`src/rtl/core/bzci_pkg.sv`:
```
package bzci_pkg;

   // operation codes carried in a request beat
   localparam logic [2:0] OP_LOAD  = 3'd0;
   localparam logic [2:0] OP_QUERY = 3'd1;
   localparam logic [2:0] OP_BUMP  = 3'd2;
   localparam logic [2:0] OP_PAR   = 3'd3;
   localparam logic [2:0] OP_CLEAR = 3'd4;

   // status codes
   localparam logic STATUS_OK       = 1'b0;
   localparam logic STATUS_NO_MATCH = 1'b1;

   // divider width: 23-bit by 34-bit product, sign included
   localparam int DIV_W     = 57;
   localparam int DIV_STEPS = 57;
   localparam int MUL_STEPS = 23;

   // basis points in Q16.8 to Q4.28: times 2^20 over 10000, i.e. times 2^16 over 625.
   // Split |b| = 625*q + r, then q*2^16 + floor(r*2^16/625); both steps by reciprocal.
   localparam logic [23:0] BP_BASE       = 24'd625;
   localparam logic [23:0] BP_RECIP      = 24'd13743896;  // ceil(2^33/625)
   localparam logic [24:0] BP_FRAC_RECIP = 25'd27487791;  // ceil(2^34/625)

   typedef enum logic [3:0] {
      ST_IDLE,
      ST_Q_FIRST,
      ST_Q_LAST,
      ST_Q_SCAN,
      ST_MUL,
      ST_QDIV_GO,
      ST_QDIV,
      ST_DELTA,
      ST_DREM,
      ST_DSCALE,
      ST_B_RD,
      ST_B_CHK,
      ST_DONE
   } state_type;

   typedef struct packed {
      logic                    start;
      logic signed [DIV_W-1:0] dividend;
      logic [22:0]             divisor;
   } div_req_type;

   typedef struct packed {
      logic                    done;
      logic signed [DIV_W-1:0] quotient;
   } div_rsp_type;

   // clamp a wide signed value to the signed 32-bit range
   function automatic logic signed [31:0] sat32(input logic signed [57:0] v);
      logic signed [31:0] r;
      if (v > 58'sd2147483647) begin
         r = 32'sh7fffffff;
      end else if (v < -58'sd2147483648) begin
         r = 32'sh80000000;
      end else begin
         r = v[31:0];
      end
      return r;
   endfunction

endpackage

```
`src/rtl/core/bzci_if.sv`:
```
interface bzci_req_if;
   logic               valid;
   logic               ready;
   logic [2:0]         opcode;
   logic [3:0]         pillar_index;
   logic [22:0]        time_point;
   logic signed [31:0] zero_value;
   logic signed [23:0] bump_amount;

   modport source (output valid, opcode, pillar_index, time_point, zero_value, bump_amount,
                   input ready);
   modport sink (input valid, opcode, pillar_index, time_point, zero_value, bump_amount,
                 output ready);
endinterface

interface bzci_rsp_if;
   logic               valid;
   logic               ready;
   logic signed [31:0] rate;
   logic               status;

   modport source (output valid, rate, status, input ready);
   modport sink (input valid, rate, status, output ready);
endinterface

```
`src/rtl/core/bzci_div.sv`:
```
module bzci_div (
   input  logic                   clock,
   input  logic                   reset,
   input  bzci_pkg::div_req_type  div_req,
   output bzci_pkg::div_rsp_type  div_rsp
);

   logic                           busy_ff, busy_in;
   logic                           done_ff, done_in;
   logic                           neg_ff, neg_in;
   logic [5:0]                     cnt_ff, cnt_in;
   logic [22:0]                    rem_ff, rem_in;
   logic [22:0]                    dvs_ff, dvs_in;
   logic [bzci_pkg::DIV_W-1:0]     quo_ff, quo_in;
   logic [23:0]                    shifted;
   logic [23:0]                    diff;

   // one restoring step per cycle
   always_comb begin
      busy_in = busy_ff;
      done_in = 1'b0;
      neg_in  = neg_ff;
      cnt_in  = cnt_ff;
      rem_in  = rem_ff;
      dvs_in  = dvs_ff;
      quo_in  = quo_ff;
      shifted = {rem_ff, quo_ff[bzci_pkg::DIV_W-1]};
      diff    = shifted - {1'b0, dvs_ff};
      if (div_req.start) begin
         busy_in = 1'b1;
         neg_in  = div_req.dividend[bzci_pkg::DIV_W-1];
         quo_in  = neg_in ? (~div_req.dividend + 1'b1) : div_req.dividend;
         rem_in  = '0;
         cnt_in  = '0;
         dvs_in  = div_req.divisor;
      end else if (busy_ff) begin
         if (!diff[23]) begin
            rem_in = diff[22:0];
            quo_in = {quo_ff[bzci_pkg::DIV_W-2:0], 1'b1};
         end else begin
            rem_in = shifted[22:0];
            quo_in = {quo_ff[bzci_pkg::DIV_W-2:0], 1'b0};
         end
         cnt_in = cnt_ff + 1'b1;
         if (cnt_ff == 6'(bzci_pkg::DIV_STEPS - 1)) begin
            busy_in = 1'b0;
            done_in = 1'b1;
         end
      end
   end

   always_ff @(posedge clock) begin
      if (reset) begin
         busy_ff <= 1'b0;
         done_ff <= 1'b0;
      end else begin
         busy_ff <= busy_in;
         done_ff <= done_in;
      end
      neg_ff <= neg_in;
      cnt_ff <= cnt_in;
      rem_ff <= rem_in;
      dvs_ff <= dvs_in;
      quo_ff <= quo_in;
   end

   // restore sign: truncation toward zero
   assign div_rsp.done     = done_ff;
   assign div_rsp.quotient = neg_ff ? -$signed(quo_ff) : $signed(quo_ff);

endmodule

```
`src/rtl/core/bumped_zero_curve_interpolator.sv`:
```
// Sequence, from the accepting edge to the edge that raises rsp valid:
//   load, reset bumps, unused opcode: straight to the result.
//   query: flat below the first pillar, flat above the last, otherwise a scan of the pillars
//   with one table read per cycle, then a shift-add multiply and the serial divider.
//   Bump and parallel bump: scale the amount, then read and check the pillars one by one.
// One item at a time; the next beat is taken once the result is posted.
// Synchronous active-high reset clears bumps (valid bits), count to 1, handshake state.
module bumped_zero_curve_interpolator #(
   parameter int MAX_PILLARS = 16
) (
   input  logic        clock,
   input  logic        reset,
   input  logic        csr_we,
   input  logic [4:0]  csr_wdata,
   bzci_req_if.sink    req_chan,
   bzci_rsp_if.source  rsp_chan
);

   localparam int AW = (MAX_PILLARS > 1) ? $clog2(MAX_PILLARS) : 1;
   localparam int NW = $clog2(MAX_PILLARS + 1);

   // table memories
   logic [22:0]        tenor_mem [MAX_PILLARS];
   logic signed [31:0] zero_mem  [MAX_PILLARS];
   logic signed [31:0] bump_mem  [MAX_PILLARS];
   logic [MAX_PILLARS-1:0] bvld_ff;

   logic [22:0]        tenor_rd_ff;
   logic signed [31:0] zero_rd_ff;
   logic signed [31:0] bump_rd_ff;
   logic               bvld_rd_ff;

   bzci_pkg::state_type state_ff, state_in;
   logic [4:0]          count_ff;
   logic                rsp_valid_ff, rsp_valid_in;
   logic signed [31:0]  rsp_rate_ff;
   logic                rsp_status_ff;

   logic [2:0]          op_ff, op_in;
   logic [22:0]         t_ff, t_in;
   logic [NW-1:0]       idx_ff, idx_in;
   logic signed [31:0]  delta_ff, delta_in;
   logic [22:0]         lo_t_ff, lo_t_in;
   logic signed [32:0]  lo_v_ff, lo_v_in;
   logic [22:0]         den_ff, den_in;
   logic signed [bzci_pkg::DIV_W-1:0] mcand_ff, mcand_in;
   logic signed [bzci_pkg::DIV_W-1:0] acc_ff, acc_in;
   logic [22:0]         mplier_ff, mplier_in;
   logic [4:0]          mcnt_ff, mcnt_in;
   logic signed [31:0]  res_rate_ff, res_rate_in;
   logic                res_status_ff, res_status_in;
   logic                bneg_ff, bneg_in;
   logic [23:0]         bmag_ff, bmag_in;
   logic [13:0]         bq_ff, bq_in;
   logic [9:0]          brem_ff, brem_in;

   logic [AW-1:0]       rd_addr;
   logic                ld_we, bump_we, vld_clr, rsp_load;
   logic [AW-1:0]       ld_addr;
   logic signed [31:0]  bump_wdata;
   logic [8:0]          cnt9, n9, idx9;
   logic [NW-1:0]       n_used, n_last, idx_nx;
   logic signed [31:0]  bump_cur;
   logic signed [32:0]  rd_bumped;
   logic [23:0]         den_w;
   logic signed [33:0]  slope;
   logic signed [57:0]  qsum;
   logic signed [57:0]  bsum;
   logic [47:0]         dq_prod;
   logic [23:0]         dr_w;
   logic [34:0]         df_prod;
   logic [31:0]         dmag;
   logic                accept;

   bzci_pkg::div_req_type div_req;
   bzci_pkg::div_rsp_type div_rsp;

   bzci_div u_div (
      .clock   (clock),
      .reset   (reset),
      .div_req (div_req),
      .div_rsp (div_rsp)
   );

   // clamp pillar count to 1..MAX_PILLARS
   always_comb begin
      cnt9 = {4'b0, count_ff};
      if (cnt9 == 9'd0) begin
         n9 = 9'd1;
      end else if (cnt9 > 9'(MAX_PILLARS)) begin
         n9 = 9'(MAX_PILLARS);
      end else begin
         n9 = cnt9;
      end
      n_used = n9[NW-1:0];
      n_last = n_used - 1'b1;
      idx_nx = idx_ff + 1'b1;
      idx9   = {5'b0, req_chan.pillar_index};
      ld_addr = idx9[AW-1:0];
   end

   assign bump_cur  = bvld_rd_ff ? bump_rd_ff : 32'sd0;
   assign rd_bumped = {zero_rd_ff[31], zero_rd_ff} + {bump_cur[31], bump_cur};
   assign accept    = req_chan.valid && req_chan.ready;
   assign req_chan.ready = (state_ff == bzci_pkg::ST_IDLE);

   // sequencer: next state and datapath
   always_comb begin
      state_in      = state_ff;
      op_in         = op_ff;
      t_in          = t_ff;
      idx_in        = idx_ff;
      delta_in      = delta_ff;
      lo_t_in       = lo_t_ff;
      lo_v_in       = lo_v_ff;
      den_in        = den_ff;
      mcand_in      = mcand_ff;
      acc_in        = acc_ff;
      mplier_in     = mplier_ff;
      mcnt_in       = mcnt_ff;
      res_rate_in   = res_rate_ff;
      res_status_in = res_status_ff;
      bneg_in       = bneg_ff;
      bmag_in       = bmag_ff;
      bq_in         = bq_ff;
      brem_in       = brem_ff;
      rd_addr       = idx_ff[AW-1:0];
      ld_we         = 1'b0;
      bump_we       = 1'b0;
      vld_clr       = 1'b0;
      rsp_load      = 1'b0;
      div_req.start    = 1'b0;
      div_req.dividend = acc_ff;
      div_req.divisor  = den_ff;
      den_w = {1'b0, tenor_rd_ff} - {1'b0, lo_t_ff};
      slope = {rd_bumped[32], rd_bumped} - {lo_v_ff[32], lo_v_ff};
      qsum  = {{25{lo_v_ff[32]}}, lo_v_ff} + {div_rsp.quotient[bzci_pkg::DIV_W-1], div_rsp.quotient};
      bsum  = {{26{bump_cur[31]}}, bump_cur} + {{26{delta_ff[31]}}, delta_ff};
      bump_wdata = bzci_pkg::sat32(bsum);
      dq_prod = {24'b0, bmag_ff} * {24'b0, bzci_pkg::BP_RECIP};
      dr_w    = bmag_ff - ({10'b0, bq_ff} * bzci_pkg::BP_BASE);
      df_prod = {25'b0, brem_ff} * {10'b0, bzci_pkg::BP_FRAC_RECIP};
      dmag    = {2'b0, bq_ff, df_prod[33:18]};
      case (state_ff)
         bzci_pkg::ST_IDLE: begin
            if (accept) begin
               op_in         = req_chan.opcode;
               t_in          = req_chan.time_point;
               idx_in        = '0;
               res_rate_in   = '0;
               res_status_in = bzci_pkg::STATUS_OK;
               case (req_chan.opcode)
                  bzci_pkg::OP_LOAD: begin
                     ld_we    = (idx9 < 9'(MAX_PILLARS));
                     state_in = bzci_pkg::ST_DONE;
                  end
                  bzci_pkg::OP_QUERY: begin
                     rd_addr  = '0;
                     state_in = bzci_pkg::ST_Q_FIRST;
                  end
                  bzci_pkg::OP_BUMP, bzci_pkg::OP_PAR: begin
                     bneg_in  = req_chan.bump_amount[23];
                     bmag_in  = req_chan.bump_amount[23] ?
                                (~$unsigned(req_chan.bump_amount) + 24'd1) :
                                $unsigned(req_chan.bump_amount);
                     state_in = bzci_pkg::ST_DELTA;
                  end
                  bzci_pkg::OP_CLEAR: begin
                     vld_clr  = 1'b1;
                     state_in = bzci_pkg::ST_DONE;
                  end
                  default: begin
                     state_in = bzci_pkg::ST_DONE;
                  end
               endcase
            end
         end
         bzci_pkg::ST_Q_FIRST: begin
            lo_t_in = tenor_rd_ff;
            lo_v_in = rd_bumped;
            if (t_ff <= tenor_rd_ff) begin
               res_rate_in = bzci_pkg::sat32({{25{rd_bumped[32]}}, rd_bumped});
               state_in    = bzci_pkg::ST_DONE;
            end else begin
               rd_addr  = n_last[AW-1:0];
               state_in = bzci_pkg::ST_Q_LAST;
            end
         end
         bzci_pkg::ST_Q_LAST: begin
            if (t_ff >= tenor_rd_ff) begin
               res_rate_in = bzci_pkg::sat32({{25{rd_bumped[32]}}, rd_bumped});
               state_in    = bzci_pkg::ST_DONE;
            end else begin
               idx_in   = NW'(1);
               rd_addr  = AW'(1);
               state_in = bzci_pkg::ST_Q_SCAN;
            end
         end
         bzci_pkg::ST_Q_SCAN: begin
            if (tenor_rd_ff < t_ff) begin
               // advance the lower bracket
               lo_t_in = tenor_rd_ff;
               lo_v_in = rd_bumped;
               idx_in  = idx_nx;
               rd_addr = idx_nx[AW-1:0];
            end else if (den_w[23] || (den_w == 24'd0)) begin
               res_rate_in = bzci_pkg::sat32({{25{lo_v_ff[32]}}, lo_v_ff});
               state_in    = bzci_pkg::ST_DONE;
            end else begin
               den_in    = den_w[22:0];
               mcand_in  = {{23{slope[33]}}, slope};
               mplier_in = t_ff - lo_t_ff;
               acc_in    = '0;
               mcnt_in   = '0;
               state_in  = bzci_pkg::ST_MUL;
            end
         end
         bzci_pkg::ST_MUL: begin
            if (mplier_ff[0]) begin
               acc_in = acc_ff + mcand_ff;
            end
            mcand_in  = mcand_ff <<< 1;
            mplier_in = mplier_ff >> 1;
            mcnt_in   = mcnt_ff + 1'b1;
            if (mcnt_ff == 5'(bzci_pkg::MUL_STEPS - 1)) begin
               state_in = bzci_pkg::ST_QDIV_GO;
            end
         end
         bzci_pkg::ST_QDIV_GO: begin
            div_req.start = 1'b1;
            state_in      = bzci_pkg::ST_QDIV;
         end
         bzci_pkg::ST_QDIV: begin
            if (div_rsp.done) begin
               res_rate_in = bzci_pkg::sat32(qsum);
               state_in    = bzci_pkg::ST_DONE;
            end
         end
         // scale the bump: whole multiples of 625 first
         bzci_pkg::ST_DELTA: begin
            bq_in    = dq_prod[46:33];
            state_in = bzci_pkg::ST_DREM;
         end
         bzci_pkg::ST_DREM: begin
            brem_in  = dr_w[9:0];
            state_in = bzci_pkg::ST_DSCALE;
         end
         // add the fractional part and restore the sign
         bzci_pkg::ST_DSCALE: begin
            delta_in = bneg_ff ? -$signed(dmag) : $signed(dmag);
            idx_in   = '0;
            state_in = bzci_pkg::ST_B_RD;
         end
         bzci_pkg::ST_B_RD: begin
            state_in = bzci_pkg::ST_B_CHK;
         end
         bzci_pkg::ST_B_CHK: begin
            if ((op_ff == bzci_pkg::OP_BUMP) && (tenor_rd_ff == t_ff)) begin
               bump_we  = 1'b1;
               state_in = bzci_pkg::ST_DONE;
            end else begin
               bump_we = (op_ff == bzci_pkg::OP_PAR);
               idx_in  = idx_nx;
               if (idx_nx == n_used) begin
                  if (op_ff == bzci_pkg::OP_BUMP) begin
                     res_status_in = bzci_pkg::STATUS_NO_MATCH;
                  end
                  state_in = bzci_pkg::ST_DONE;
               end else begin
                  state_in = bzci_pkg::ST_B_RD;
               end
            end
         end
         bzci_pkg::ST_DONE: begin
            if (!rsp_valid_ff || rsp_chan.ready) begin
               rsp_load = 1'b1;
               state_in = bzci_pkg::ST_IDLE;
            end
         end
         default: begin
            state_in = bzci_pkg::ST_IDLE;
         end
      endcase
   end

   always_comb begin
      rsp_valid_in = rsp_valid_ff;
      if (rsp_load) begin
         rsp_valid_in = 1'b1;
      end else if (rsp_chan.ready) begin
         rsp_valid_in = 1'b0;
      end
   end

   // memories: one write, one registered read
   always_ff @(posedge clock) begin
      if (ld_we) begin
         tenor_mem[ld_addr] <= req_chan.time_point;
         zero_mem[ld_addr]  <= req_chan.zero_value;
      end
      if (bump_we) begin
         bump_mem[idx_ff[AW-1:0]] <= bump_wdata;
      end
      tenor_rd_ff <= tenor_mem[rd_addr];
      zero_rd_ff  <= zero_mem[rd_addr];
      bump_rd_ff  <= bump_mem[rd_addr];
      bvld_rd_ff  <= bvld_ff[rd_addr];
   end

   // control state
   always_ff @(posedge clock) begin
      if (reset) begin
         state_ff     <= bzci_pkg::ST_IDLE;
         rsp_valid_ff <= 1'b0;
         count_ff     <= 5'd1;
         bvld_ff      <= '0;
      end else begin
         state_ff     <= state_in;
         rsp_valid_ff <= rsp_valid_in;
         if (csr_we) begin
            count_ff <= csr_wdata;
         end
         if (vld_clr) begin
            bvld_ff <= '0;
         end else if (bump_we) begin
            bvld_ff[idx_ff[AW-1:0]] <= 1'b1;
         end
      end
   end

   // datapath registers
   always_ff @(posedge clock) begin
      op_ff         <= op_in;
      t_ff          <= t_in;
      idx_ff        <= idx_in;
      delta_ff      <= delta_in;
      lo_t_ff       <= lo_t_in;
      lo_v_ff       <= lo_v_in;
      den_ff        <= den_in;
      mcand_ff      <= mcand_in;
      acc_ff        <= acc_in;
      mplier_ff     <= mplier_in;
      mcnt_ff       <= mcnt_in;
      res_rate_ff   <= res_rate_in;
      res_status_ff <= res_status_in;
      bneg_ff       <= bneg_in;
      bmag_ff       <= bmag_in;
      bq_ff         <= bq_in;
      brem_ff       <= brem_in;
      if (rsp_load) begin
         rsp_rate_ff   <= res_rate_ff;
         rsp_status_ff <= res_status_ff;
      end
   end

   assign rsp_chan.valid  = rsp_valid_ff;
   assign rsp_chan.rate   = rsp_rate_ff;
   assign rsp_chan.status = rsp_status_ff;

endmodule

```
`src/flat_wrapper.sv`:
```
// flat-port wrapper written by rule: the top's interface ports become plain ports
module bumped_zero_curve_interpolator_flat 
#(
   parameter int MAX_PILLARS = 16
)
  (clock, reset, csr_we, csr_wdata, req_chan_valid, req_chan_opcode, req_chan_pillar_index, req_chan_time_point, req_chan_zero_value, req_chan_bump_amount, req_chan_ready, rsp_chan_valid, rsp_chan_rate, rsp_chan_status, rsp_chan_ready);
  bzci_req_if req_chan_i ();
  bzci_rsp_if rsp_chan_i ();
  input  logic clock;
  input  logic reset;
  input  logic csr_we;
  input  logic [4:0] csr_wdata;
  input wire logic [$bits(req_chan_i.valid)-1:0] req_chan_valid;
  input wire logic [$bits(req_chan_i.opcode)-1:0] req_chan_opcode;
  input wire logic [$bits(req_chan_i.pillar_index)-1:0] req_chan_pillar_index;
  input wire logic [$bits(req_chan_i.time_point)-1:0] req_chan_time_point;
  input wire logic [$bits(req_chan_i.zero_value)-1:0] req_chan_zero_value;
  input wire logic [$bits(req_chan_i.bump_amount)-1:0] req_chan_bump_amount;
  output wire logic [$bits(req_chan_i.ready)-1:0] req_chan_ready;
  output wire logic [$bits(rsp_chan_i.valid)-1:0] rsp_chan_valid;
  output wire logic [$bits(rsp_chan_i.rate)-1:0] rsp_chan_rate;
  output wire logic [$bits(rsp_chan_i.status)-1:0] rsp_chan_status;
  input wire logic [$bits(rsp_chan_i.ready)-1:0] rsp_chan_ready;
  assign req_chan_i.valid = req_chan_valid;
  assign req_chan_i.opcode = req_chan_opcode;
  assign req_chan_i.pillar_index = req_chan_pillar_index;
  assign req_chan_i.time_point = req_chan_time_point;
  assign req_chan_i.zero_value = req_chan_zero_value;
  assign req_chan_i.bump_amount = req_chan_bump_amount;
  assign req_chan_ready = req_chan_i.ready;
  assign rsp_chan_valid = rsp_chan_i.valid;
  assign rsp_chan_rate = rsp_chan_i.rate;
  assign rsp_chan_status = rsp_chan_i.status;
  assign rsp_chan_i.ready = rsp_chan_ready;
  bumped_zero_curve_interpolator #(.MAX_PILLARS(MAX_PILLARS)) u_core (.clock(clock), .reset(reset), .csr_we(csr_we), .csr_wdata(csr_wdata), .req_chan(req_chan_i), .rsp_chan(rsp_chan_i));
endmodule
```
`config.mk`:
```
export PLATFORM = sky130hd
export DESIGN_NAME = bumped_zero_curve_interpolator_flat
export DESIGN_NICKNAME = d
export VERILOG_FILES = /design/src/rtl/core/bzci_pkg.sv /design/src/rtl/core/bzci_if.sv /design/src/rtl/core/bzci_div.sv /design/src/rtl/core/bumped_zero_curve_interpolator.sv /design/src/flat_wrapper.sv
export SDC_FILE = /design/constraint.sdc
export NUM_CORES = 2
export LEC_CHECK = 0
export BUFFER_PORTS_ARGS = -buffer_cell sky130_fd_sc_hd__buf_2
export CORE_MARGIN = 2
export CORE_UTILIZATION = 30
export CTS_CLUSTER_DIAMETER = 200
export DETAILED_ROUTE_END_ITERATION = 8
export HOLD_SLACK_MARGIN = 0.1
export SYNTH_ARGS = -nofsm -noshare
export SYNTH_HDL_FRONTEND = slang
export SYNTH_HIERARCHICAL = 1
export SYNTH_SLANG_ARGS = --single-unit
```
`constraint.sdc`:
```
create_clock -name clock -period 7.2 [get_ports clock]
set_input_delay 1.44 -clock clock [delete_from_list [all_inputs] [get_ports clock]]
set_output_delay 1.44 -clock clock [all_outputs]
set_load 0.03 [all_outputs]
```
==> metrics.txt <==
number of buffers and inverters on the critical path=3; Yosys warning count=6; fin crit period=between 6000 and 7000 ps; CTS Buffer Depth=4; Setup Viol. Count Final=0; DP Wirelength=200600 um; EDFF count, synth=~1900; placed cell area=115800 um2; WHS Endpoint=u_core/rsp_chan.rate[2]$_DFFE_PP_; crit-path cells=fa_2 -> fa_1 -> inv_1 -> fa_1 -> inv_1 -> fa_1 -> fa_1 -> ha_1 -> a211o_1 -> a211oi_1 -> o31a_1 -> o21ai_1 -> a21oi_1 -> xnor2_1 -> a2111oi_4 -> buf_4 -> nand4bb_4 -> or3_4 -> nor4_4 -> a21oi_1 -> xor2_1; flops & latches, synth=2017; Syn Inst Count=roughly 9400; MaxCap Viol Count=0; crit path DAT=7440 ps; I/O Buffers=130; initial antenna violation count=49; hold depth=0; Max Clock Skew=around 130 ps; final net count=approximately 10000; vias in the first global route=roughly 70000; Syn Nets=between 10000 and 15000; GRT Residual Overflow=0; Area Growth Syn to Fin=13.41%; clk_lat worst skew=approximately 940 ps; CP endpoint kind=register; post-placement setup slack=-9.631 ps; number of distinct library cells after synthesis=~110; worst hold start=u_core/res_rate_ff[2]$_DFFE_PP_; core area=about 360000 um2; Worst EP required=a little under 8000 ps; all-layer global routing usage=between 15 and 20%; Initial DRC Count=7094; highest cell delay on the worst timing path=between 500 and 600 ps; Post-Synthesis Cell Area=roughly 110000 um2; slew margin rel.=between 20 and 25%; Worst R2R End=u_core/delta_ff[24]$_DFFE_PP_; drt wl/cell=approximately 21 um; sum of negative setup slack=0 ps; Fin. Hold Viols=0; Max Freq=0.1457 GHz; worst-path maximum fanout=4; most frequent CP cell=fa_1; WS Path Type=reg -> reg; Hold Crit Class=reg -> reg; hold buffer count at CTS=0; Seq/Total Area, Yosys=54.42%; Max Slew Vio Count=0; Mean Syn Cell Area=around 12 um2; CP delay by family, top=adder cells; # clock sinks=between 2000 and 2500; Worst Tran Pin Value=1192 ps; 1st-pass router iterations=6; Critical-path top delay cell=fa_1; vias=74102; R2R cell count=21; period utilization=a little over nine tenths; Vias per Instance=5.130; routability congestion estimate=between 0.8 and 0.9; CP startpoint kind=register; global-route wire length before repair=roughly 450000 um; cts bufs inserted=about 220; post-synthesis async set-or-reset flop share=0%; Root Driver=clkbuf_16; final WL=around 300000 um; fin area=between 100000 and 150000 um2; initial core utilization=a little under a third; # rows=220; most common cell after layout, fill and taps aside=edfxtp_1; final setup margin=~330 ps; layout cell share with drive strength beyond 1=around 8.4%; reg-to-reg startpoint=u_core/brem_ff[9]$_DFFE_PP_; Routed Antenna Nets=0; Remaining DRCs=0; commonest cells after routing, fill and taps aside=edfxtp_1, nand2_1, inv_1, ha_1, nor2_1; R2R Setup Slk=roughly 330 ps; status=completed; die height=around 600 um; H-tree levels=4; I/O pins=roughly 130; CTS tree=done; Die ar.=around 370000 um2; die width=between 600 and 700 um; pin count of the biggest net entering global routing=169; clk slew on worst S/H paths=60 ps; ys flop type=edfxtp_1
state kept, by name (all words and copies together) (netlist names), 23 cells and up:
signal / cells
u_core/bmag_ff: 24
u_core/tenor_rd_ff: 23
u_core/bump_mem: 512
u_core/rsp_chan.rate: 32
u_core/u_div/dvs_ff: 23
u_core/zero_mem: 512
u_core/u_div/rem_ff: 23
u_core/u_div/quo_ff: 57
u_core/lo_v_ff: 33
u_core/mplier_ff: 23
u_core/delta_ff: 32
u_core/tenor_mem: 368
u_core/t_ff: 23
u_core/bump_rd_ff: 32
u_core/zero_rd_ff: 32
u_core/acc_ff: 57
u_core/lo_t_ff: 23
u_core/mcand_ff: 57
u_core/den_ff: 23
u_core/res_rate_ff: 32
layer usage:
layer	vias up	global-route usage, %	share of wire [%]	routed length, um
met5	-	0	0.052	159
met4	28	4.604	2.7	8177
met3	415	2.273	6.2	18640
met2	2191	25.37	46	138200
met1	36729	22.81	45	137700
li1	34739	-	-	-
cells in the mapped netlist (51+ instances only):
cell type | count | area [um2]
a211oi_1 | 402 | 3018
a21o_1 | 150 | 1126
a21oi_1 | 371 | 1857
a22oi_1 | 182 | 1366
a31oi_1 | 398 | 2490
and3_1 | 386 | 2415
clkbuf_1 | 392 | 1471
dfxtp_1 | 145 | 2903
edfxtp_1 | 1872 | 56210
fa_1 | 292 | 5846
ha_1 | 638 | 7983
inv_1 | 719 | 2699
nand2_1 | 1117 | 4193
nand2b_1 | 61 | 381.6
nand3_1 | 92 | 460.4
nor2_1 | 479 | 1798
nor3_1 | 94 | 470.5
o21a_1 | 77 | 578.1
o21ai_0 | 248 | 1241
o21bai_1 | 51 | 382.9
o31ai_1 | 61 | 457.9
xnor2_1 | 285 | 2496
xor2_1 | 170 | 1489
timing repair:
action / CTS / global route
setup endpoints to repair: 3 / 44
resized for setup: 1 / 20
pin swaps: 0 / 9
buffers inserted: 0 / 6
logic make-up (layout without fill, tap and decap cells):
logic type,Yosys count,count (layout),share of synthesized area (%)
flip-flops,2017,2017,54.42
buffers and inverters,1181,1460,4.144
other,0,21,0
multiplexers,36,36,0.3444
adder cells (fa/ha/maj),935,935,12.77
XOR/XNOR,455,455,3.668
AND/OR/NAND/NOR,2527,2527,10.84
AO/OA/AOI/OAI,2221,2221,13.81
how the worst max path moves through the flow:
stage                                         start                               end  cells after the start
floorplan           u_core/state_ff[3]$_SDFFE_PP0P_  u_core/tenor_mem[0][0]$_DFFE_PP_                      9
global placement        u_core/brem_ff[7]$_DFFE_PP_     u_core/delta_ff[29]$_DFFE_PP_                     23
detailed placement      u_core/brem_ff[7]$_DFFE_PP_     u_core/delta_ff[27]$_DFFE_PP_                     23
CTS                     u_core/brem_ff[7]$_DFFE_PP_     u_core/delta_ff[24]$_DFFE_PP_                     23
global route           u_core/bmag_ff[17]$_DFFE_PP_        u_core/bq_ff[11]$_DFFE_PN_                     25
finish                  u_core/brem_ff[9]$_DFFE_PP_     u_core/delta_ff[24]$_DFFE_PP_                     21
worst reg2reg max path: cells and delay by family, from the launching register on:
| kind | cells | cell delay (ps) |
|---|---|---|
| AO/OA/AOI/OAI | 7 | 1780 |
| buffers and inverters | 3 | 310 |
| XOR/XNOR | 2 | 330 |
| AND/OR/NAND/NOR | 3 | 830 |
| adder cells (fa/ha/maj) | 6 | 2940 |
| flip-flops | 1 | 420 |
through the flow:
| step | utilization (%) | hold slack (ps) | cells |
|---|---|---|---|
| 6_report | 34.25 | 397.1 | 14445 |
| 5_1_grt | 34.24 | 417.1 | 14439 |
| 4_1_cts | 34.19 | 400.5 | 14418 |
| 3_5_place_dp | 32.20 | 405.4 | 14015 |
| 3_3_place_gp | 32.20 | 400.1 | 14015 |
| 2_1_floorplan | - | 400.3 | 9372 |
cell type report:
| cell class | count | area (um2) |
|---|---|---|
| sequential | 2017 | 59120 |
| tap | 4773 | 5972 |
| inverter | 721 | 2706 |
| multi-input combinational | 6174 | 45520 |
| clock buffer | 281 | 5869 |
| antenna | 21 | 52.55 |
| clock inverter | 122 | 1280 |
| fill | 35273 | 236600 |
| timing repair buffer | 336 | 2685 |
Power is not shown: default switching activity piles up to over one toggle a cycle in this logic, so the estimate is an artifact.
